===== src/rtl/core/blsp_pkg.sv =====
// shared types and constants of the bresenham line stepper
// no dependencies
package blsp_pkg;

    localparam int COORD_BITS = 12;
    localparam int COLOR_BITS = 24;
    localparam int ERR_BITS   = COORD_BITS + 3;
    localparam int QUEUE_DEPTH = 2;

    localparam logic CMD_START = 1'b0;
    localparam logic CMD_STEP  = 1'b1;

    typedef enum logic [1:0] {
        OCT_SHALLOW_RISE = 2'd0,
        OCT_STEEP_RISE   = 2'd1,
        OCT_SHALLOW_FALL = 2'd2,
        OCT_STEEP_FALL   = 2'd3
    } t_octant;

    typedef struct packed {
        logic                  cmd;
        logic [COORD_BITS-1:0] start_x;
        logic [COORD_BITS-1:0] start_y;
        logic [COORD_BITS-1:0] end_x;
        logic [COORD_BITS-1:0] end_y;
        logic [COLOR_BITS-1:0] line_color;
    } t_cmd_in;

    typedef struct packed {
        logic [COORD_BITS-1:0] pixel_x;
        logic [COORD_BITS-1:0] pixel_y;
        logic [COLOR_BITS-1:0] pixel_color;
        logic                  pixel_valid;
        logic                  last_pixel;
    } t_pix_out;

    // classified item handed from front to back
    typedef struct packed {
        logic                  is_step;
        logic [COORD_BITS-1:0] lo_x;
        logic [COORD_BITS-1:0] lo_y;
        logic [COORD_BITS-1:0] span_x;
        logic [COORD_BITS-1:0] span_y;
        logic                  rising;
        logic [COLOR_BITS-1:0] color;
    } t_entry;

endpackage


===== src/rtl/core/blsp_front.sv =====
// front end: accepts items, orders endpoints and measures spans
// depends on blsp_pkg
module blsp_front import blsp_pkg::*; (
    input  logic    i_clk,
    input  logic    i_rst_n,
    input  logic    i_cmd_valid,
    output logic    o_cmd_ready,
    input  t_cmd_in i_cmd,
    output logic    o_ent_valid,
    input  logic    i_ent_ready,
    output t_entry  o_ent
);

    logic   r_valid;
    t_entry r_ent;
    t_entry n_ent;
    logic   w_swap;
    logic [COORD_BITS-1:0] w_lx, w_ly, w_hx, w_hy;

    assign w_swap = i_cmd.start_x > i_cmd.end_x;
    assign w_lx   = w_swap ? i_cmd.end_x   : i_cmd.start_x;
    assign w_ly   = w_swap ? i_cmd.end_y   : i_cmd.start_y;
    assign w_hx   = w_swap ? i_cmd.start_x : i_cmd.end_x;
    assign w_hy   = w_swap ? i_cmd.start_y : i_cmd.end_y;

    always_comb begin
        n_ent.is_step = (i_cmd.cmd == CMD_STEP);
        n_ent.lo_x    = w_lx;
        n_ent.lo_y    = w_ly;
        n_ent.span_x  = w_hx - w_lx;
        n_ent.rising  = w_ly < w_hy;
        n_ent.span_y  = n_ent.rising ? (w_hy - w_ly) : (w_ly - w_hy);
        n_ent.color   = i_cmd.line_color;
    end

    assign o_cmd_ready = !r_valid || i_ent_ready;

    always_ff @(posedge i_clk) begin
        if (!i_rst_n) begin
            r_valid <= 1'b0;
        end else if (o_cmd_ready) begin
            r_valid <= i_cmd_valid;
        end
        if (o_cmd_ready && i_cmd_valid) begin
            r_ent <= n_ent;
        end
    end

    assign o_ent_valid = r_valid;
    assign o_ent       = r_ent;

endmodule


===== src/rtl/core/blsp_queue.sv =====
// two-entry queue between front and back end
// depends on blsp_pkg
module blsp_queue import blsp_pkg::*; (
    input  logic   i_clk,
    input  logic   i_rst_n,
    input  logic   i_push_valid,
    output logic   o_push_ready,
    input  t_entry i_push,
    output logic   o_pop_valid,
    input  logic   i_pop_ready,
    output t_entry o_pop
);

    localparam int PTR_BITS = $clog2(QUEUE_DEPTH);

    t_entry r_mem [QUEUE_DEPTH];
    logic [PTR_BITS-1:0] r_wp, r_rp;
    logic [PTR_BITS:0]   r_cnt;
    logic w_push, w_pop;

    assign o_push_ready = r_cnt != (PTR_BITS+1)'(QUEUE_DEPTH);
    assign o_pop_valid  = r_cnt != '0;
    assign w_push = i_push_valid && o_push_ready;
    assign w_pop  = o_pop_valid && i_pop_ready;
    assign o_pop  = r_mem[r_rp];

    always_ff @(posedge i_clk) begin
        if (!i_rst_n) begin
            r_wp  <= '0;
            r_rp  <= '0;
            r_cnt <= '0;
        end else begin
            if (w_push) begin
                r_wp <= (r_wp == PTR_BITS'(QUEUE_DEPTH - 1)) ? '0 : r_wp + 1'b1;
            end
            if (w_pop) begin
                r_rp <= (r_rp == PTR_BITS'(QUEUE_DEPTH - 1)) ? '0 : r_rp + 1'b1;
            end
            if (w_push && !w_pop) begin
                r_cnt <= r_cnt + 1'b1;
            end else if (w_pop && !w_push) begin
                r_cnt <= r_cnt - 1'b1;
            end
        end
        if (w_push) begin
            r_mem[r_wp] <= i_push;
        end
    end

endmodule


===== src/rtl/core/blsp_back.sv =====
// back end: line state, error stepping and output register
// depends on blsp_pkg
module blsp_back import blsp_pkg::*; (
    input  logic     i_clk,
    input  logic     i_rst_n,
    input  logic     i_ent_valid,
    output logic     o_ent_ready,
    input  t_entry   i_ent,
    output logic     o_pix_valid,
    input  logic     i_pix_ready,
    output t_pix_out o_pix
);

    logic [COORD_BITS-1:0] r_major_pos, r_minor_pos, r_major_delta, r_minor_delta;
    logic [COORD_BITS-1:0] r_anchor, r_steps_left;
    logic signed [ERR_BITS-1:0] r_err;
    t_octant r_mode;
    logic [COLOR_BITS-1:0] r_color;
    logic     r_out_valid;
    t_pix_out r_out;

    logic w_out_free, w_pop, w_start, w_step, w_shallow, w_active;
    logic [COORD_BITS-1:0] w_maj_new, w_min_new, w_mir_src, w_mirror;
    logic signed [ERR_BITS-1:0] w_min2_new, w_maj_new_ext, w_min2, w_maj2;
    t_pix_out n_out;

    assign w_out_free  = !r_out_valid || i_pix_ready;
    assign o_ent_ready = !i_ent.is_step || w_out_free;
    assign w_pop   = i_ent_valid && o_ent_ready;
    assign w_start = w_pop && !i_ent.is_step;
    assign w_step  = w_pop && i_ent.is_step;
    assign w_active = r_steps_left != '0;

    // start setup
    assign w_shallow = i_ent.span_x > i_ent.span_y;
    assign w_maj_new = w_shallow ? i_ent.span_x : i_ent.span_y;
    assign w_min_new = w_shallow ? i_ent.span_y : i_ent.span_x;
    assign w_min2_new    = {{(ERR_BITS-COORD_BITS-1){1'b0}}, w_min_new, 1'b0};
    assign w_maj_new_ext = {{(ERR_BITS-COORD_BITS){1'b0}}, w_maj_new};

    assign w_min2 = {{(ERR_BITS-COORD_BITS-1){1'b0}}, r_minor_delta, 1'b0};
    assign w_maj2 = {{(ERR_BITS-COORD_BITS-1){1'b0}}, r_major_delta, 1'b0};

    // falling lines reflect about the start y, wrapping at the grid size
    assign w_mir_src = (r_mode == OCT_STEEP_FALL) ? r_major_pos : r_minor_pos;
    assign w_mirror  = {r_anchor[COORD_BITS-2:0], 1'b0} - w_mir_src;

    always_comb begin
        n_out = '0;
        if (w_active) begin
            case (r_mode)
                OCT_SHALLOW_RISE: begin
                    n_out.pixel_x = r_major_pos;
                    n_out.pixel_y = r_minor_pos;
                end
                OCT_STEEP_RISE: begin
                    n_out.pixel_x = r_minor_pos;
                    n_out.pixel_y = r_major_pos;
                end
                OCT_SHALLOW_FALL: begin
                    n_out.pixel_x = r_major_pos;
                    n_out.pixel_y = w_mirror;
                end
                default: begin
                    n_out.pixel_x = r_minor_pos;
                    n_out.pixel_y = w_mirror;
                end
            endcase
            n_out.pixel_color = r_color;
            n_out.pixel_valid = 1'b1;
            n_out.last_pixel  = r_steps_left == COORD_BITS'(1);
        end
    end

    always_ff @(posedge i_clk) begin
        if (!i_rst_n) begin
            r_steps_left <= '0;
            r_mode       <= OCT_SHALLOW_RISE;
            r_out_valid  <= 1'b0;
        end else begin
            if (w_out_free) begin
                r_out_valid <= w_step;
            end
            if (w_start) begin
                r_mode       <= t_octant'({!i_ent.rising, !w_shallow});
                r_steps_left <= w_maj_new;
            end else if (w_step && w_active) begin
                r_steps_left <= r_steps_left - 1'b1;
            end
        end
        if (w_start) begin
            r_major_pos   <= w_shallow ? i_ent.lo_x : i_ent.lo_y;
            r_minor_pos   <= w_shallow ? i_ent.lo_y : i_ent.lo_x;
            r_major_delta <= w_maj_new;
            r_minor_delta <= w_min_new;
            r_anchor      <= i_ent.lo_y;
            r_err         <= w_min2_new - w_maj_new_ext;
            r_color       <= i_ent.color;
        end else if (w_step && w_active) begin
            r_major_pos <= r_major_pos + 1'b1;
            if (r_err >= 0) begin
                r_minor_pos <= r_minor_pos + 1'b1;
                r_err       <= r_err + w_min2 - w_maj2;
            end else begin
                r_err <= r_err + w_min2;
            end
        end
        if (w_out_free && w_step) begin
            r_out <= n_out;
        end
    end

    assign o_pix_valid = r_out_valid;
    assign o_pix       = r_out;

endmodule


===== src/rtl/core/bresenham_line_stepper.sv =====
// path: a step beat's pixel passes the front register, the queue and the
// output register in that order; a start beat gives no result
// throughput: one beat per cycle while the pixel output is not stalled, set by the error update loop
// reset: synchronous, active low; clears handshakes, queue and the line count
// so that a step beat after reset returns an empty pixel
module bresenham_line_stepper import blsp_pkg::*; (
    input  logic     i_clk,
    input  logic     i_rst_n,
    input  logic     i_cmd_valid,
    output logic     o_cmd_ready,
    input  t_cmd_in  i_cmd,
    output logic     o_pix_valid,
    input  logic     i_pix_ready,
    output t_pix_out o_pix
);

    t_entry w_front_ent, w_queue_ent;
    logic   w_front_valid, w_front_ready, w_queue_valid, w_back_ready;

    blsp_front u_front (
        .i_clk       (i_clk),
        .i_rst_n     (i_rst_n),
        .i_cmd_valid (i_cmd_valid),
        .o_cmd_ready (o_cmd_ready),
        .i_cmd       (i_cmd),
        .o_ent_valid (w_front_valid),
        .i_ent_ready (w_front_ready),
        .o_ent       (w_front_ent)
    );

    blsp_queue u_queue (
        .i_clk        (i_clk),
        .i_rst_n      (i_rst_n),
        .i_push_valid (w_front_valid),
        .o_push_ready (w_front_ready),
        .i_push       (w_front_ent),
        .o_pop_valid  (w_queue_valid),
        .i_pop_ready  (w_back_ready),
        .o_pop        (w_queue_ent)
    );

    blsp_back u_back (
        .i_clk       (i_clk),
        .i_rst_n     (i_rst_n),
        .i_ent_valid (w_queue_valid),
        .o_ent_ready (w_back_ready),
        .i_ent       (w_queue_ent),
        .o_pix_valid (o_pix_valid),
        .i_pix_ready (i_pix_ready),
        .o_pix       (o_pix)
    );

endmodule


===== config.mk =====
export PLATFORM = sky130hd
export DESIGN_NAME = bresenham_line_stepper
export DESIGN_NICKNAME = d
export VERILOG_FILES = /design/src/rtl/core/blsp_pkg.sv /design/src/rtl/core/blsp_front.sv /design/src/rtl/core/blsp_queue.sv /design/src/rtl/core/blsp_back.sv /design/src/rtl/core/bresenham_line_stepper.sv
export SDC_FILE = /design/constraint.sdc
export NUM_CORES = 1
export LEC_CHECK = 0
export CAP_MARGIN = 20
export CORE_ASPECT_RATIO = 1.2
export CORE_MARGIN = 2
export CORE_UTILIZATION = 60
export DETAILED_ROUTE_END_ITERATION = 16
export DONT_BUFFER_PORTS = 1
export MAX_ROUTING_LAYER = met4
export PLACE_DENSITY = 0.81
export SYNTH_ARGS = -nofsm -noshare
export SYNTH_HDL_FRONTEND = slang
export SYNTH_SLANG_ARGS = --single-unit

===== constraint.sdc =====
create_clock -name i_clk -period 19.5 [get_ports i_clk]
set_input_delay 2.925 -clock i_clk [delete_from_list [all_inputs] [get_ports i_clk]]
set_output_delay 2.925 -clock i_clk [all_outputs]
set_load 0.1 [all_outputs]

Word level (Yosys, flattened, before mapping)
Memory sizes are Yosys's and may differ from the RTL's. A register that Yosys moved wholly into a read port is not among the register bits.
Cells that the tools add are included.

word-level totals
  input port bits = 77
  flip-flop bits (word level) = 242
  memories kept = 1
  output and inout bits = 52
  word-level logic and storage cells = 106
  memory bits (writable) = 148

memories
  memory         words  width  read ports  clocked after Yosys merged registers in  wr ports  line              text
  u_queue.r_mem  2      74     1           1                                        1         blsp_queue.sv:16  t_entry r_mem [QUEUE_DEPTH];

cells by class
  add/sub/neg operators = 14
  reductions and logical operators = 26
  order comparisons = 4
  equality and inequality tests = 5
  mux-type cells = 30

operators with widths
  cell                                                  number
  2-to-1 mux 12 bit                                     17
  one-hot mux 24 bit (3 select lines)                   1
  subtractor 12 bit                                     4
  2-to-1 mux 15 bit                                     3
  adder 12 x 1 -> 12 bit, second input constant         2
  > comparator 12 bit                                   2
  adder 15 x 14 -> 15 bit                               1
  >= comparator 15 x 1 -> 1 bit, second input constant  1
  subtractor 15 x 14 -> 15 bit                          1
  subtractor 13 x 12 -> 14 bit                          1
  == test 12 x 1 -> 1 bit, second input constant        1
  less-than comparator 12 bit                           1
  nonzero test 12 bit                                   1
  subtractor 12 x 1 -> 12 bit, second input constant    1
  logical AND 1 bit                                     9
  nonzero test 2 bit                                    4
  logical NOT 1 bit                                     7
  2-to-1 mux 1 bit                                      6
  2-to-1 mux 2 bit                                      3
  == test 2 bit, second input constant                  2
  logical OR 1 bit                                      3
  adder 1 bit, second input constant                    2
  adder 2 x 1 -> 2 bit, second input constant           1
  == test 2 x 1 -> 1 bit, second input constant         1
  4 further kinds                                       4

Depth between registers and ports, before layout
  depth in word-level cells = 8
  gate-level depth with buffers = 28
  gate-level depth less buffers = 21

Modules after synthesis
From an unflattened synthesis, not the netlist that was laid out.

second synthesis, totals
  cells, all modules = 1765
  area total of the unflattened synthesis = 20524.7 um^2

modules (own cells, without submodules)
  module      cells each  instances  area each (um^2)  sequential area each (um^2)
  blsp_back   974         1          9867.0            4714.5
  blsp_queue  254         1          5575.3            4544.4
  blsp_front  537         1          5082.4            2242.2

Worst setup path before layout
Ideal clock, no wire load.

  path kind = input to register
  from = in i_cmd[37] (netlist bit)
  to = reg u_front.r_ent (netlist bit u_front.o_ent[26]) (data pin)
  data arrival time = 6.799 ns
  slack = 12.439 ns
  stages on the path = 20
  buffers on the path = 6
  setup time = 0.262 ns
  data required time = 19.238 ns
  cells stage by stage = inv_1 -> ha_1 -> nor2b_1 -> o211ai_1 -> a2111o_1 -> a31oi_2 -> buf_4 -> buf_6 -> buf_4 -> buf_2 -> clkbuf_1 -> a21oi_1 -> ha_1 -> a211oi_1 -> o22a_4 -> a21boi_2 -> a31oi_2 -> nand3_2 -> buf_6 -> mux2_1

RTL lines
  item                  line                          text
  from (decl)           bresenham_line_stepper.sv:11  input t_cmd_in i_cmd,
  to (signal assigned)  blsp_front.sv:45              r_ent <= n_ent;
  to (decl)             blsp_front.sv:15              t_entry r_ent;

==> run_results.csv <==
group,metric,value,unit
die,core,0.0332,mm2
finish,diodes,0,
die,top_level_ports,129,
critical_path,reg2reg_to,"u_back.r_err[14]$_DFFE_PP_",
placement,port_buffers,0,
finish,synthToLayoutAreaGrowth,7.85,%
global_routing,use_met2,40.5,%
logic_synthesis,ys_top_cells_by_area,"edfxtp_1, ha_1, mux2i_1, xnor2_1, nor2_1",
global_routing,grt-busiest-layer,"met2",
clocking,post_cts_buffers,0,
logic_synthesis,synth_most_common_cell,"edfxtp_1",
logic_synthesis,synthCells,1732,
timing,period_minus_slack,6.83,ns
detailed_routing,avgRoutedWirePerCell,19.2,um
finish,layout-drive-gt1-share,8.33,%
clocking,insertion_delay,0.55,ns
critical_path,path_class,"in -> reg",
critical_path,worstSetupEndpoint,"u_front.o_ent[26]$_DFFE_PP_",
power_and_ir_drop,ir_worst_vdd,92.3,uV
critical_path,crit_chain,"inv_1, ha_1, nor2b_1, o211ai_1, a2111o_1, a31oi_4, buf_4, a21oi_1, ha_1, a211oi_1, o22a_4, a21boi_2, a31oi_2, nand3_2, mux2_1",
run,cap_violations,0,
detailed_routing,drcViolationCount,0,
critical_path,cpPeakStageDelay,0.53,ns
detailed_routing,vias_per_cell,5.99,
timing,max_slew_margin,23.6,%
logic_synthesis,synth_common_cells,"edfxtp_1, nor2_1, nand2_1, a21oi_1, inv_1",
timing,clock.fmax,146,MHz
logic_synthesis,synth_nets,1884,
timing,slew_viol_final,0,
timing,skew,0.0164,ns
detailed_routing,vias,13100,
placement,gp_congestion,0.901,
die,die_w,172,um
logic_synthesis,syn_avg_cell_area,11.7,um2
detailed_routing,routed_wl,42000,um
timing,tightestPinTransition,1.14,ns
clocking,clk_path_buf_depth,3,
critical_path,r2r_slack,13.15,ns
global_routing,grt_pass1_wl,66800,um
clocking,clkSinkCount,390,
clocking,clkTransAtPathRegs,0.06,ns
finish,design.final.nets,1869,
critical_path,critPathCaptureType,"register",
critical_path,crit_top_cell,"ha_1",
global_routing,grt_pass1_vias,12700,
power_and_ir_drop,p_leak,7.98,nW
die,die_height,205,um
timing,hold_viol_final,0,
logic_synthesis,synth_top_cell_by_area,"edfxtp_1",
placement,hpwl,28900,um
status,status,"finished, final reports clean",
logic_synthesis,ys_seq_area_share,56.8,%
timing,final.setup.tns,0,ns
logic_synthesis,synth-seq-cells,390,
logic_synthesis,synth_cell_types,85,
clocking,ctsHoldBuffers,0,
detailed_routing,drtIter0Drc,1130,
global_routing,grt_use_total,25.0,%
logic_synthesis,ys_warn_count,0,
logic_synthesis,netlist_area,0.0203,mm2
logic_synthesis,synth_top_area_share,54.7,%
critical_path,reg2reg_depth,20,
global_routing,grtUsageMet1,32.8,%
detailed_routing,drt_pass1_iterations,5,
critical_path,critPathLaunch,"i_cmd[37]",
global_routing,gr-usage-met3,3.65,%
global_routing,grt-ovfl-total,0,
logic_synthesis,synthFlopType,"edfxtp_1",
global_routing,antenna_found_initial,0,
clocking,post_cts_resize_count,0,
global_routing,grt_max_degree,76,
critical_path,slowest_stage,"a31oi_4",
critical_path,path_max_fanout,38,
timing,setup-violations-final,0,
logic_synthesis,synth_edf_count,369,
timing,rsz0062_at_grt,"no",
critical_path,cp.arrival,7.12,ns
timing,timing.hold.ws,0.443,ns
clocking,cts_tree,"built",
clocking,cts-htree-levels,2,
die,start_util,61.0,%
timing,finalCritPeriodShare,35.0,%
min_path,hp-class,"reg -> reg",
power_and_ir_drop,power_per_cell_area,186,mW/mm2
detailed_routing,ant_nets,0,
clocking,ctsRootBufferMaster,"clkbuf_16",
logic_synthesis,async_reset_ff_share,0,%
clocking,cts_inserted_buffers,37,
die,dieArea,0.0353,mm2
critical_path,startpoint_type,"input port",
die,rows,73,
critical_path,cp_data_required_time,19.79,ns
-- cell families after synthesis --
family                     count (synthesis)  share of synthesized area (%)
adders and majority gates                 84                           5.22
buffers and inverters                    166                           3.29
muxes                                    136                           7.17
xor gates and xnor gates                 100                           4.32
and+or+nand+nor                          485                           11.3
DFF                                      390                           56.8
AOI/OAI and AO/OA                        371                           12.0
-- layer usage --
metal	wire, um	share of wire [%]
met3	2350	5.6
met2	20400	49
met5	0	0
met1	18100	43
met4	1140	2.7
-- sequential cells by signal, summed over array words and instances (netlist names), 2 cells and up, named ones only --
signal	count
u_back.r_anchor	11
u_back.o_pix	50
u_queue.r_cnt	2
u_queue.r_mem	148
u_back.r_minor_delta	12
u_back.r_mode	2
u_back.r_minor_pos	12
u_back.r_major_pos	12
u_back.r_steps_left	12
u_back.r_err	14
u_front.o_ent	74
u_back.r_major_delta	12
u_back.r_color	24
-- layout make-up --
type                       count  area [um2]
sequential                   390       11500
fill                        2441       11400
multi-input combinational   1176        8150
clock buffer                  42         966
tap                          450         563
inverter                      96         363
clock inverter                21         190
timing repair buffer          16         120
-- stage by stage --
stage	cells	setup slack (ns)	total power [mW]	utilization [%]	instance area, um2
floorplan	1732	12.44	2.99	-	20300
global placement	2128	12.26	3.29	62.3	20700
detailed placement	2128	12.12	3.35	62.3	20700
CTS	2191	12.68	4.06	65.7	21900
global route	2191	12.36	4.32	65.7	21900
finish	2191	12.67	4.05	65.7	21900
-- report_power, final --
group	switching [mW]	internal, mW	leakage [nW]	total (mW)
Clock	0.306	0.375	0.551	0.681
Combinational	1.01	0.690	3.80	1.70
Sequential	0.426	1.24	3.63	1.67
-- worst max-delay path: cells and delay by family --
family | cells | cell delay, ns
compound gates | 8 | 2.19
fa+ha+maj | 2 | 0.56
mux | 1 | 0.43
simple gates | 2 | 0.48
buf+inv | 2 | 0.51
-- worst min path at each step --
stage                                                end  cells after the start                        start  slack (ns)
final                     u_queue.r_mem[1][39]$_DFFE_PP_                      0  u_front.o_ent[39]$_DFFE_PP_        0.44
after global routing      u_queue.r_mem[0][71]$_DFFE_PP_                      0  u_front.o_ent[71]$_DFFE_PP_        0.45
after CTS                 u_queue.r_mem[0][42]$_DFFE_PP_                      0  u_front.o_ent[42]$_DFFE_PP_        0.45
after detailed placement   u_queue.r_mem[0][4]$_DFFE_PP_                      0   u_front.o_ent[4]$_DFFE_PP_        0.43
after global placement    u_queue.r_mem[0][19]$_DFFE_PP_                      0  u_front.o_ent[19]$_DFFE_PP_        0.42
after floorplan            u_queue.r_mem[0][0]$_DFFE_PP_                      0   u_front.o_ent[0]$_DFFE_PP_        0.42
-- cell usage in the layout (no fill, tap or decap), drive strengths merged, types with 11 or more instances in the layout --
| master | instances |
|---|---|
| o21a | 11 |
| xnor2 | 70 |
| a21oi | 97 |
| nand4 | 13 |
| mux2i | 86 |
| buf | 16 |
| nor2 | 149 |
| nand2 | 144 |
| or3 | 13 |
| nor3 | 22 |
| a31oi | 14 |
| clkbuf | 42 |
| a21o | 13 |
| and2 | 14 |
| nand3 | 25 |
| mux2 | 48 |
| nor2b | 58 |
| o211ai | 12 |
| nand2b | 21 |
| a211oi | 39 |
| inv | 97 |
| edfxtp | 369 |
| clkinv | 15 |
| xor2 | 30 |
| dfxtp | 21 |
| ha | 71 |
| a21boi | 11 |
| o21ai | 101 |
| o221ai | 11 |
Power figures use the tool's default switching activity.
